File: config.mk
export PLATFORM = sky130hd
export DESIGN_NAME = encoder_frame_check_and_unwrap_top
export DESIGN_NICKNAME = d
export VERILOG_FILES = /design/src/efcu_pkg.sv /design/src/encoder_frame_check_and_unwrap_top.sv /design/src/efcu_apb_regs.sv
export SDC_FILE = /design/constraint.sdc
export NUM_CORES = 1
export LEC_CHECK = 0
export CAP_MARGIN = 20
export CORE_MARGIN = 2
export CORE_UTILIZATION = 55
export CTS_CLUSTER_SIZE = 16
export DETAILED_ROUTE_END_ITERATION = 12
export DONT_BUFFER_PORTS = 1
export PLACE_DENSITY = 0.7
export SYNTH_ARGS = -nofsm -noshare
export SYNTH_HDL_FRONTEND = slang
export SYNTH_SLANG_ARGS = --single-unit
File: constraint.sdc
create_clock -name clk -period 29.3 [get_ports clk]
set_input_delay 4.395 -clock clk [delete_from_list [all_inputs] [get_ports clk]]
set_output_delay 4.395 -clock clk [all_outputs]
set_load 0.005 [all_outputs]
File: src/efcu_pkg.sv
// ----------------------------------------------------------------------------
// Encoder frame check and unwrap package
// Shared widths, register map, reset values and the configuration bundle.
// ----------------------------------------------------------------------------
package efcu_pkg;

  localparam int FRAME_BITS    = 16;
  localparam int ANGLE_BITS    = 14;
  localparam int POS_BITS      = 39;
  localparam int COUNT_BITS    = 32;
  localparam int OFFSET_BITS   = 32;
  localparam int JUMP_BITS     = 31;
  localparam int CFG_DATA_BITS = 32;
  localparam int CFG_ADDR_BITS = 4;

  localparam int TURN_BITS_DEF  = 24;
  localparam int TALLY_BITS_DEF = 32;

  // Frame layout.
  localparam int PARITY_POS = 15;
  localparam int ERROR_POS  = 14;

  // A move of more than this many counts is taken as a wrap.
  localparam int HALF_TURN = 8192;

  // Register indexes, taken from paddr[3:2].
  localparam logic [1:0] REG_DIRECTION = 2'd0;
  localparam logic [1:0] REG_OFFSET    = 2'd1;
  localparam logic [1:0] REG_MAX_JUMP  = 2'd2;

  localparam logic                          DIRECTION_RST = 1'b1;
  localparam logic signed [OFFSET_BITS-1:0] OFFSET_RST    = '0;
  localparam logic [JUMP_BITS-1:0]          MAX_JUMP_RST  = 31'd4096;

  typedef struct packed {
    logic                          direction_ccw;
    logic signed [OFFSET_BITS-1:0] offset_counts;
    logic [JUMP_BITS-1:0]          max_jump;
  } cfg_t;

endpackage

File: src/encoder_frame_check_and_unwrap_top.sv
// ----------------------------------------------------------------------------
// Encoder frame check and unwrap
// Checks 16-bit rotary encoder frames and unwraps the angle into a
// saturating multi-turn position with jump detection and error tallies.
// ----------------------------------------------------------------------------
//
//  Channel  Direction  Handshake           Payload
//  -------  ---------  ------------------  ---------------------------------
//  in_      sink       in_valid/in_stall   response_word
//  out_     source     out_valid/out_stall angle, position, flags, tallies
//  cfg      APB slave  psel/penable/pready direction, offset, max jump
//
//  A beat is taken into an input register, worked on combinationally and
//  written into the result register, so one beat per cycle is sustained while
//  out_stall is low. out_valid rises when the beat moves on into the result
//  register, which waits while that register is full and out_stall is high.
//  The input register keeps taking beats while a result waits, until it is
//  itself full; only then does in_stall follow out_stall.
//  rst_n is synchronous and active low; it clears the unwrap state, the
//  tallies and the registers to their reset values, with no clearing pass.
//
module encoder_frame_check_and_unwrap_top #(
  parameter int TURN_BITS  = efcu_pkg::TURN_BITS_DEF,
  parameter int TALLY_BITS = efcu_pkg::TALLY_BITS_DEF
) (
  input  logic                                    clk,
  input  logic                                    rst_n,
  // Frame input
  input  logic                                    in_valid,
  output logic                                    in_stall,
  input  logic [efcu_pkg::FRAME_BITS-1:0]          in_response_word,
  // Result output
  output logic                                    out_valid,
  input  logic                                    out_stall,
  output logic [efcu_pkg::ANGLE_BITS-1:0]          out_angle_counts,
  output logic signed [efcu_pkg::POS_BITS-1:0]     out_position,
  output logic                                    out_parity_bad,
  output logic                                    out_error_bit_set,
  output logic                                    out_jump_flag,
  output logic [efcu_pkg::COUNT_BITS-1:0]          out_parity_error_count,
  output logic [efcu_pkg::COUNT_BITS-1:0]          out_error_bit_count,
  output logic [efcu_pkg::COUNT_BITS-1:0]          out_jump_error_count,
  // Configuration
  input  logic                                    psel,
  input  logic                                    penable,
  input  logic                                    pwrite,
  input  logic [efcu_pkg::CFG_ADDR_BITS-1:0]       paddr,
  input  logic [efcu_pkg::CFG_DATA_BITS-1:0]       pwdata,
  output logic [efcu_pkg::CFG_DATA_BITS-1:0]       prdata,
  output logic                                    pready
);
  import efcu_pkg::*;

  // Raw position {turn, angle} and the working width that holds its
  // negation and the offset subtraction without overflow.
  localparam int RAW_BITS = TURN_BITS + ANGLE_BITS;
  localparam int WORK_BITS = ((RAW_BITS > POS_BITS) ? RAW_BITS : POS_BITS) + 2;

  localparam logic signed [TURN_BITS-1:0] TURN_MAX = {1'b0, {(TURN_BITS-1){1'b1}}};
  localparam logic signed [TURN_BITS-1:0] TURN_MIN = {1'b1, {(TURN_BITS-1){1'b0}}};
  localparam logic signed [POS_BITS-1:0]  POS_MAX  = {1'b0, {(POS_BITS-1){1'b1}}};
  localparam logic signed [POS_BITS-1:0]  POS_MIN  = {1'b1, {(POS_BITS-1){1'b0}}};
  localparam logic signed [ANGLE_BITS:0]  HALF_POS = (ANGLE_BITS+1)'(HALF_TURN);
  localparam logic signed [ANGLE_BITS:0]  HALF_NEG = -HALF_POS;

  cfg_t cfg;

  efcu_apb_regs u_regs (
    .clk     (clk),
    .rst_n   (rst_n),
    .psel    (psel),
    .penable (penable),
    .pwrite  (pwrite),
    .paddr   (paddr),
    .pwdata  (pwdata),
    .prdata  (prdata),
    .pready  (pready),
    .cfg     (cfg)
  );

  // Input register.
  logic                  in_v_r;
  logic [FRAME_BITS-1:0] in_word_r;

  // Unwrap state. The last angle, last position and tallies are exactly
  // what the current result reports, so they drive the outputs directly.
  logic [ANGLE_BITS-1:0]        last_angle_r, last_angle_nxt;
  logic signed [TURN_BITS-1:0]  turn_r, turn_nxt;
  logic signed [POS_BITS-1:0]   last_pos_r, last_pos_nxt;
  logic [TALLY_BITS-1:0]        par_tally_r, par_tally_nxt;
  logic [TALLY_BITS-1:0]        err_tally_r, err_tally_nxt;
  logic [TALLY_BITS-1:0]        jmp_tally_r, jmp_tally_nxt;

  // Result flags.
  logic out_v_r;
  logic par_bad_r, par_bad_nxt;
  logic err_set_r, err_set_nxt;
  logic jump_r, jump_nxt;

  logic load;

  // A beat moves into the result register when the result register is
  // empty or is being drained in this cycle.
  assign load     = in_v_r && (!out_v_r || !out_stall);
  assign in_stall = in_v_r && out_v_r && out_stall;

  always_ff @(posedge clk) begin
    if (!rst_n) begin
      in_v_r <= 1'b0;
    end else if (!in_stall) begin
      in_v_r <= in_valid;
    end
  end

  always_ff @(posedge clk) begin
    if (in_valid && !in_stall) begin
      in_word_r <= in_response_word;
    end
  end

  // Per-frame datapath.
  logic signed [ANGLE_BITS:0]  delta;
  logic                        wrap_fwd, wrap_bwd;
  logic signed [RAW_BITS-1:0]  pos_raw;
  logic signed [WORK_BITS-1:0] pos_ext, pos_dir, pos_off;
  logic                        sat_hi, sat_lo;
  logic signed [POS_BITS:0]    diff;
  logic [POS_BITS:0]           diff_mag;

  always_comb begin
    par_bad_nxt    = (^in_word_r[PARITY_POS-1:0]) != in_word_r[PARITY_POS];
    err_set_nxt    = in_word_r[ERROR_POS];
    last_angle_nxt = in_word_r[ANGLE_BITS-1:0];

    // Wrap detection: a move of exactly half a turn does not count.
    delta    = $signed({1'b0, last_angle_nxt}) - $signed({1'b0, last_angle_r});
    wrap_fwd = delta > HALF_POS;
    wrap_bwd = delta < HALF_NEG;

    turn_nxt = turn_r;
    if (wrap_fwd && (turn_r != TURN_MIN)) begin
      turn_nxt = turn_r - TURN_BITS'(1);
    end else if (wrap_bwd && (turn_r != TURN_MAX)) begin
      turn_nxt = turn_r + TURN_BITS'(1);
    end

    // turn*16384 + angle is a plain concatenation since the angle is 14 bits.
    pos_raw = $signed({turn_nxt, last_angle_nxt});
    pos_ext = WORK_BITS'(pos_raw);
    pos_dir = cfg.direction_ccw ? -pos_ext : pos_ext;
    pos_off = pos_dir - WORK_BITS'(cfg.offset_counts);

    // Clamp into the 39-bit signed position range.
    sat_hi = !pos_off[WORK_BITS-1] && (|pos_off[WORK_BITS-2:POS_BITS-1]);
    sat_lo = pos_off[WORK_BITS-1] && !(&pos_off[WORK_BITS-2:POS_BITS-1]);
    if (sat_hi) begin
      last_pos_nxt = POS_MAX;
    end else if (sat_lo) begin
      last_pos_nxt = POS_MIN;
    end else begin
      last_pos_nxt = pos_off[POS_BITS-1:0];
    end

    diff     = $signed({last_pos_nxt[POS_BITS-1], last_pos_nxt})
             - $signed({last_pos_r[POS_BITS-1], last_pos_r});
    diff_mag = diff[POS_BITS] ? 
               (POS_BITS+1)'(-diff) : (POS_BITS+1)'(diff);
    jump_nxt = diff_mag > {{(POS_BITS+1-JUMP_BITS){1'b0}}, cfg.max_jump};

    par_tally_nxt = par_tally_r;
    err_tally_nxt = err_tally_r;
    jmp_tally_nxt = jmp_tally_r;
    if (par_bad_nxt && !(&par_tally_r)) begin
      par_tally_nxt = par_tally_r + TALLY_BITS'(1);
    end
    if (err_set_nxt && !(&err_tally_r)) begin
      err_tally_nxt = err_tally_r + TALLY_BITS'(1);
    end
    if (jump_nxt && !(&jmp_tally_r)) begin
      jmp_tally_nxt = jmp_tally_r + TALLY_BITS'(1);
    end
  end

  always_ff @(posedge clk) begin
    if (!rst_n) begin
      out_v_r      <= 1'b0;
      last_angle_r <= '0;
      turn_r       <= '0;
      last_pos_r   <= '0;
      par_tally_r  <= '0;
      err_tally_r  <= '0;
      jmp_tally_r  <= '0;
    end else begin
      if (load) begin
        out_v_r      <= 1'b1;
        last_angle_r <= last_angle_nxt;
        turn_r       <= turn_nxt;
        last_pos_r   <= last_pos_nxt;
        par_tally_r  <= par_tally_nxt;
        err_tally_r  <= err_tally_nxt;
        jmp_tally_r  <= jmp_tally_nxt;
      end else if (!out_stall) begin
        out_v_r <= 1'b0;
      end
    end
  end

  always_ff @(posedge clk) begin
    if (load) begin
      par_bad_r <= par_bad_nxt;
      err_set_r <= err_set_nxt;
      jump_r    <= jump_nxt;
    end
  end

  assign out_valid              = out_v_r;
  assign out_angle_counts       = last_angle_r;
  assign out_position           = last_pos_r;
  assign out_parity_bad         = par_bad_r;
  assign out_error_bit_set      = err_set_r;
  assign out_jump_flag          = jump_r;
  assign out_parity_error_count = COUNT_BITS'(par_tally_r);
  assign out_error_bit_count    = COUNT_BITS'(err_tally_r);
  assign out_jump_error_count   = COUNT_BITS'(jmp_tally_r);

  // The input side only holds off when a beat is parked and the result
  // register cannot drain.
  a_stall_needs_full: assert property (@(posedge clk) disable iff (!rst_n)
    in_stall |-> (in_v_r && out_v_r))
    else $error("input stalled without a parked beat");

  // Every beat moved forward shows up as a valid result in the next cycle.
  a_load_gives_result: assert property (@(posedge clk) disable iff (!rst_n)
    load |=> out_valid)
    else $error("loaded beat did not produce a result");

  // The jump tally only moves on a loaded beat that is flagged as a jump.
  a_jump_tally_cause: assert property (@(posedge clk) disable iff (!rst_n)
    ($past(rst_n) && (jmp_tally_r != $past(jmp_tally_r))) |->
      ($past(load) && out_jump_flag))
    else $error("jump tally changed without a flagged jump");

endmodule

File: src/efcu_apb_regs.sv
// ----------------------------------------------------------------------------
// Encoder frame check and unwrap configuration registers
// APB-style register file holding direction, offset and jump threshold.
// ----------------------------------------------------------------------------
module efcu_apb_regs (
  input  logic                              clk,
  input  logic                              rst_n,
  input  logic                              psel,
  input  logic                              penable,
  input  logic                              pwrite,
  input  logic [efcu_pkg::CFG_ADDR_BITS-1:0] paddr,
  input  logic [efcu_pkg::CFG_DATA_BITS-1:0] pwdata,
  output logic [efcu_pkg::CFG_DATA_BITS-1:0] prdata,
  output logic                              pready,
  output efcu_pkg::cfg_t                    cfg
);
  import efcu_pkg::*;

  cfg_t       cfg_r;
  logic       wr_en;
  logic [1:0] reg_idx;

  assign pready  = 1'b1;
  assign wr_en   = psel && penable && pwrite;
  assign reg_idx = paddr[3:2];

  always_ff @(posedge clk) begin
    if (!rst_n) begin
      cfg_r.direction_ccw <= DIRECTION_RST;
      cfg_r.offset_counts <= OFFSET_RST;
      cfg_r.max_jump      <= MAX_JUMP_RST;
    end else if (wr_en) begin
      case (reg_idx)
        REG_DIRECTION: cfg_r.direction_ccw <= pwdata[0];
        REG_OFFSET:    cfg_r.offset_counts <= $signed(pwdata[OFFSET_BITS-1:0]);
        REG_MAX_JUMP:  cfg_r.max_jump      <= pwdata[JUMP_BITS-1:0];
        default: ;
      endcase
    end
  end

  always_comb begin
    case (reg_idx)
      REG_DIRECTION: prdata = {{(CFG_DATA_BITS-1){1'b0}}, cfg_r.direction_ccw};
      REG_OFFSET:    prdata = cfg_r.offset_counts;
      REG_MAX_JUMP:  prdata = {{(CFG_DATA_BITS-JUMP_BITS){1'b0}}, cfg_r.max_jump};
      default:       prdata = '0;
    endcase
  end

  assign cfg = cfg_r;

endmodule
### Yosys cells after proc, flatten, opt, wreduce, memory -nomap -nowiden

Index checks and enable logic that the tools add are counted.

| cells by class | value |
|---|---|
| $add $sub $neg | 10 |
| order comparisons | 3 |
| equal/unequal tests | 6 |
| multiplexer cells | 9 |
| reductions and logical operators | 35 |

Operator list:

| kind | count |
|---|---|
| adder 32 x 1 -> 32 bit (second input constant) | 3 |
| case mux 32 bit (3 select lines) | 1 |
| AND reduction 32 bit | 3 |
| two-way mux 39 bit | 2 |
| two-way mux 24 bit | 2 |
| inequality test 24 bit (second input constant) | 2 |
| two-way mux 41 bit | 1 |
| negator 38 -> 41 bit | 1 |
| subtractor 41 x 32 -> 41 bit | 1 |
| greater-than comparator 40 x 31 -> 1 bit | 1 |
| two-way mux 40 bit | 1 |
| negator 40 bit | 1 |
| subtractor 39 x 39 -> 40 bit | 1 |
| adder 24 x 2 -> 24 bit (second input constant) | 1 |
| subtractor 24 x 2 -> 24 bit (second input constant) | 1 |
| greater-than comparator 15 bit (second input constant) | 1 |
| < comparator 15 x 14 -> 1 bit (second input constant) | 1 |
| XOR reduction 15 bit | 1 |
| subtractor 14 x 14 -> 15 bit | 1 |
| AND reduction 2 bit | 7 |
| logical AND 1 bit | 13 |
| logical NOT 1 bit | 8 |
| equality test 2 x 1 -> 1 bit (second input constant) | 1 |
| equality test 2 bit (second input constant) | 1 |
| other kinds (6) | 7 |

| storage, ports and cells | value |
|---|---|
| register bits after elaboration | 258 |
| bits of input ports | 59 |
| output and inout port bits | 187 |
| logic and storage cells | 78 |

### Logic depth before layout (Yosys ltp)

| depth | value |
|---|---|
| depth in word-level cells | 19 |
| depth in mapped cells | 67 |

### Hierarchy

From an unflattened synthesis, not the netlist that was laid out.

| unflattened totals | value |
|---|---|
| cell total of the unflattened synthesis | 2,688 |
| area, all modules | 20,810.0 µm² |

Modules (own cells, without submodules):

| module | times used | cells each | area each (µm²) |
|---|---|---|---|
| encoder_frame_check_and_unwrap_top | 1 | 2,394 | 17,993.5 |
| efcu_apb_regs | 1 | 294 | 2,816.5 |

### Worst setup path before layout

OpenSTA, ideal clock, no wires.

| timing | value |
|---|---|
| path kind | reg2reg |
| start | register in_word_r[3] |
| end | register jump_r (netlist: out_jump_flag), data pin |
| setup time | 0.264 ns |
| arrival | 13.218 ns |
| data required time | 29.036 ns |
| path slack | 15.819 ns |
| stages on the path, launching flop included | 61 |
| buffers on the path | 6 |
| cell sequence | edfxtp_1 > ha_1 > clkbuf_1 > and2_1 > o21a_1 > or3_1 > and3b_1 > a311oi_1 > nand3_1 > a32oi_1 > xnor2_1 > nand2b_1 > or2_2 > or2_2 > o31ai_1 > xnor2_1 > ha_1 > a21o_1 > [25 not listed] > a21oi_1 > xor2_1 > ha_1 > a21o_1 > a21o_1 > a21o_1 > a21o_1 > a21o_1 > a21o_1 > a221oi_1 > a21oi_1 > nand2b_1 > or3_1 > a211oi_1 > and4_1 > buf_2 > clkbuf_1 > inv_1 |

| between the ends | value |
|---|---|
| cells in the longest elaborated chain, start to end | 17 |
| elaborated cells on any way between the ends | 22 |

Ends and longest elaborated chain:

| item | line | text |
|---|---|---|
| start, declared | encoder_frame_check_and_unwrap_top.sv:83 | `logic [FRAME_BITS-1:0] in_word_r;` |
| start signal, assigned | encoder_frame_check_and_unwrap_top.sv:117 | `in_word_r <= in_response_word;` |
| subtractor 14 x 14 -> 15 bit | encoder_frame_check_and_unwrap_top.sv:136 | `delta = $signed({1'b0, last_angle_nxt}) - $signed({1'b0, last_angle_r});` |
| < comparator 15 x 14 -> 1 bit | encoder_frame_check_and_unwrap_top.sv:138 | `wrap_bwd = delta < HALF_NEG;` |
| logical AND 1 bit | encoder_frame_check_and_unwrap_top.sv:143 | `end else if (wrap_bwd && (turn_r != TURN_MAX)) begin` |
| two-way mux 24 bit | encoder_frame_check_and_unwrap_top.sv:143 |  |
| two-way mux 24 bit | encoder_frame_check_and_unwrap_top.sv:141 | `if (wrap_fwd && (turn_r != TURN_MIN)) begin` |
| negator 38 -> 41 bit | encoder_frame_check_and_unwrap_top.sv:150 | `pos_dir = cfg.direction_ccw ? -pos_ext : pos_ext;` |
| two-way mux 41 bit (*) | encoder_frame_check_and_unwrap_top.sv:150 |  |
| subtractor 41 x 32 -> 41 bit (*) | encoder_frame_check_and_unwrap_top.sv:151 | `pos_off = pos_dir - WORK_BITS'(cfg.offset_counts);` |
| [2 not listed] | - |  |
| logical AND 1 bit | encoder_frame_check_and_unwrap_top.sv:155 | `sat_lo = pos_off[WORK_BITS-1] && !(&pos_off[WORK_BITS-2:POS_BITS-1]);` |
| two-way mux 39 bit | encoder_frame_check_and_unwrap_top.sv:158 | `end else if (sat_lo) begin` |
| two-way mux 39 bit (*) | encoder_frame_check_and_unwrap_top.sv:156 | `if (sat_hi) begin` |
| subtractor 39 x 39 -> 40 bit (*) | encoder_frame_check_and_unwrap_top.sv:165 | `- $signed({last_pos_r[POS_BITS-1], last_pos_r});` |
| negator 40 bit | encoder_frame_check_and_unwrap_top.sv:167 | `(POS_BITS+1)'(-diff) : (POS_BITS+1)'(diff);` |
| two-way mux 40 bit (*) | encoder_frame_check_and_unwrap_top.sv:166 | `diff_mag = diff[POS_BITS] ?` |
| greater-than comparator 40 x 31 -> 1 bit (*) | encoder_frame_check_and_unwrap_top.sv:168 | `jump_nxt = diff_mag > {{(POS_BITS+1-JUMP_BITS){1'b0}}, cfg.max_jump};` |
| net jump_nxt | encoder_frame_check_and_unwrap_top.sv:98 | `logic jump_r, jump_nxt;` |
| end signal, assigned | encoder_frame_check_and_unwrap_top.sv:212 | `jump_r <= jump_nxt;` |
| end, declared | encoder_frame_check_and_unwrap_top.sv:98 |  |

The timed path passes the listed nets; every way through them passes the cells marked *.
A chain may end at the register's enable or synchronous reset.

### Worst setup path after layout

| timing | value |
|---|---|
| start | register in_word_r[9] |
| end | register jmp_tally_r[29] (netlist: out_jump_error_count[29]) |

| between the ends | value |
|---|---|
| cells in the longest elaborated chain, start to end | 19 |
| elaborated cells on any way between the ends | 24 |

Ends and longest elaborated chain:

| item | line | text |
|---|---|---|
| subtractor 14 x 14 -> 15 bit | encoder_frame_check_and_unwrap_top.sv:136 |  |
| < comparator 15 x 14 -> 1 bit | encoder_frame_check_and_unwrap_top.sv:138 |  |
| logical AND 1 bit | encoder_frame_check_and_unwrap_top.sv:143 |  |
| two-way mux 24 bit | encoder_frame_check_and_unwrap_top.sv:143 |  |
| two-way mux 24 bit | encoder_frame_check_and_unwrap_top.sv:141 |  |
| negator 38 -> 41 bit | encoder_frame_check_and_unwrap_top.sv:150 |  |
| two-way mux 41 bit (*) | encoder_frame_check_and_unwrap_top.sv:150 |  |
| subtractor 41 x 32 -> 41 bit (*) | encoder_frame_check_and_unwrap_top.sv:151 |  |
| [4 not listed] | - |  |
| two-way mux 39 bit (*) | encoder_frame_check_and_unwrap_top.sv:156 |  |
| net last_pos_nxt[16] | encoder_frame_check_and_unwrap_top.sv:89 | `logic signed [POS_BITS-1:0] last_pos_r, last_pos_nxt;` |
| subtractor 39 x 39 -> 40 bit (*) | encoder_frame_check_and_unwrap_top.sv:165 |  |
| negator 40 bit | encoder_frame_check_and_unwrap_top.sv:167 |  |
| two-way mux 40 bit (*) | encoder_frame_check_and_unwrap_top.sv:166 |  |
| greater-than comparator 40 x 31 -> 1 bit (*) | encoder_frame_check_and_unwrap_top.sv:168 |  |
| logical AND 1 bit (*) | encoder_frame_check_and_unwrap_top.sv:179 | `if (jump_nxt && !(&jmp_tally_r)) begin` |
| AND reduction 2 bit (no line) (*) | - |  |
| end signal, assigned | encoder_frame_check_and_unwrap_top.sv:201 | `jmp_tally_r <= jmp_tally_nxt;` |
| end, declared | encoder_frame_check_and_unwrap_top.sv:92 | `logic [TALLY_BITS-1:0] jmp_tally_r, jmp_tally_nxt;` |

Marked as above.

==> run metrics <==
CP arrival=17.08 ns; WL met2=28100 um; Crit Path Category=flip-flop to flip-flop; DR iter-0 viols=1152; critical path data required time=29.83 ns; synthesized cell area=20600 sq um; Port Buf Inserts=0; top sig layer=met5; maximum vdd drop=0.0623 mV; Die Wd=197 um; wire length on met1=25300 um; period utilisation layout=56.5%; DR vias=19500; Sink Count=258; DRC viols=0; Post-CTS Repair Setup Buffers=0; largest net degree at the start of global routing=136; clk slew on worst S/H paths=0.06 ns; Yosys cell types=94; Worst Hold End=u_regs.cfg[24]; Slew headroom=26.8%; Async SR Flop Fraction=0%; antenna violations before repair=2; leakage power=0.00783 uW; CP max FO=59; final worst slack=12.74 ns; hold path depth=2; yosys warns=0; most frequent cells in the layout=360 x nand2_1, 239 x dfxtp_1, 213 x a21oi_1; Final GP Congestion=0.962; HP Class=flip-flop to flip-flop; number of global-route vias before repair=18500; hold_sp=u_regs.cfg[24]; Die ar.=38900 sq um; CTS tree=built; RR Startpoint=in_word_r[9]; GRT overflow=0; total CTS buffers=30; CTS H-Tree Depth=1; GRT Util Overall=30.3%; first-pass iteration count of the detailed router=8; met3 wire length=4590 um; RSZ-0062 raised after global routing=false; DP Worst Slack=12.99 ns; share of layout cells above drive strength 1=5.67%; wire length per cell=19.3 um; min cycle time layout=16.56 ns; Avg Synthesized Cell Area=7.60 sq um; FP Rows=70; status=finished, final reports clean; Util after Layout=59.4%; Fill cells=3407; hold_buf cts=0; setup tns final=0 ns; R2R cell count=58; EDFF count, synth=19; Mapped Nets=2906; FF/Latch Area=5360 sq um; #FFs+latches synth=258; footprint of the multi-input gates=14000 sq um; maxcap violations=0; PwrDens=133 nW/um^2; Total Nets Final=2821; Fin. Hold Viols=0; fin. max-slew vios=0; CTS Buffer Depth=3; Antenna diodes=0; clk root buf=clkbuf_16; Core Footprint=36700 sq um; slack of the worst reg-to-reg path=12.74 ns; Main synth FF type=dfxtp_1; FMAX=0.0604 GHz; sequential fraction of the synthesis area=26.1%; first-pass GRT wire length=96200 um; slew at the pin closest to its max-slew limit=1.09 ns; routed wire length=60100 um; setup violators final=0; DP HPWL=44900 um; post_cts resized=0; Post-Syn Instances=2706; Initial Util=56.0%; chip height=197 um; FF-to-FF End=out_jump_error_count[29]; Setup Skew=0.0172 ns; Setup crit end kind=flip-flop; antenna-violating nets left=0; P&R area growth vs syn=6.13%; I/O Pins=246; most common cell after layout, fill and taps aside=nand2_1; crit start category=flip-flop; slowest stage delay, CP=0.72 ns; slowest CP cell=nor3_1; clock network latency to the later pin of the worst-skew pair=0.60 ns; vias per inst=6.25
kinds of logic (layout without fill, tap and decap cells):
family	Yosys count	in the layout	synth area share (%)
AND/OR/NAND/NOR	1044	1044	25.0
XOR/XNOR	209	209	8.90
flip-flops	258	258	26.1
multiplexers	22	22	1.09
other	1	1	0.0182
buffers and inverters	305	244	5.89
AO/OA/AOI/OAI	726	726	24.4
adder cells (fa/ha/maj)	141	141	8.69
area by class of cell:
cell class / instances / area share, %
inverters: 169 / 2.93
flip-flops and latches: 258 / 24.5
repair buffers: 19 / 0.746
multi-input cells: 2143 / 64.3
well taps: 468 / 2.68
clock buffers: 35 / 3.72
clock inverters: 21 / 1.11
flip-flops by register name, indices dropped and copies added (netlist names), 14 cells and up:
name	cells
out_angle_counts	14
turn_r	24
out_error_bit_count	32
in_word_r	16
out_position	39
u_regs.cfg	64
out_jump_error_count	32
out_parity_error_count	32
power breakdown:
| group | leakage (uW) | total, uW | internal [uW] | switching [uW] |
|---|---|---|---|---|
| logic | 0.00521 | 2110 | 843 | 1270 |
| registers | 0.00212 | 387 | 371 | 16.6 |
| clock network | 0.000505 | 397 | 234 | 163 |
| total | 0.00783 | 2900 | 1450 | 1450 |
worst max path at each step:
stage | endpoint | start
CTS | out_jump_error_count[29] | in_word_r[9]
detailed placement | out_jump_error_count[29] | in_word_r[9]
global placement | out_jump_error_count[25] | in_word_r[9]
global route | out_jump_error_count[11] | in_word_r[0]
floorplan | out_jump_flag | in_word_r[3]
finish | out_jump_error_count[29] | in_word_r[9]
cell usage after synthesis, types with 6 or more instances:
master     count  area (sq um)
o2111ai_1      7          61.3
clkbuf_1     112           420
nand3_1       74           370
nor2b_1       16           100
and2_1        40           250
or4_1         11          82.6
nor2_1       200           751
nor4_1        21           131
a31oi_1       19           119
o31ai_1       25           188
xnor2_1      130          1140
o21a_1        26           195
a21oi_1      213          1070
o21ai_0      135           676
a221oi_1      10          87.6
dfxtp_1      239          4780
a221oi_2      30           450
a311o_1        8          80.1
inv_1        169           634
mux2i_1       19           190
nand4_1       63           394
nand2b_1      33           206
and4_1        11          96.3
or2_2         12          75.1
a22o_1        30           263
o211a_1        7          70.1
a21boi_0       8          60.1
nor3_1        61           305
o31a_1         7          61.3
a211oi_1      13          97.6
ha_1         138          1730
a21o_1        72           541
nand2_1      361          1360
nand4b_1       6          52.6
xor2_1        79           692
buf_2         13          65.1
and3_1        36           225
edfxtp_1      19           571
nor3b_1       10          75.1
o211ai_1      23           173
or3_1         59           369
o21bai_1      13          97.6
stage by stage:
stage | hold slack, ns | instances | area [sq um] | power, uW
2_1_floorplan | 0.449 | 2706 | 20600 | 2020
3_3_place_gp | 0.456 | 3056 | 20700 | 2390
3_5_place_dp | 0.460 | 3056 | 20700 | 2450
4_1_cts | 0.468 | 3112 | 21800 | 2870
5_1_grt | 0.491 | 3113 | 21800 | 3160
6_report | 0.470 | 3113 | 21800 | 2900
routing by layer:
| metal | GRT usage [%] | vias to the layer above |
|---|---|---|
| li1 | - | 9541 |
| met1 | 38.0 | 9197 |
| met2 | 51.0 | 609 |
| met3 | 6.52 | 114 |
| met4 | 11.3 | 4 |
| met5 | 0 | - |
worst max-delay path: cells and delay by family, from the launching register on:
family / cells / cell delay, ns
adder cells (fa/ha/maj): 4 / 1.20
flip-flops: 1 / 0.51
AO/OA/AOI/OAI: 29 / 6.59
XOR/XNOR: 2 / 0.33
buffers and inverters: 2 / 0.85
AND/OR/NAND/NOR: 21 / 6.92
No activity file was read; power rests on OpenSTA's default activity.
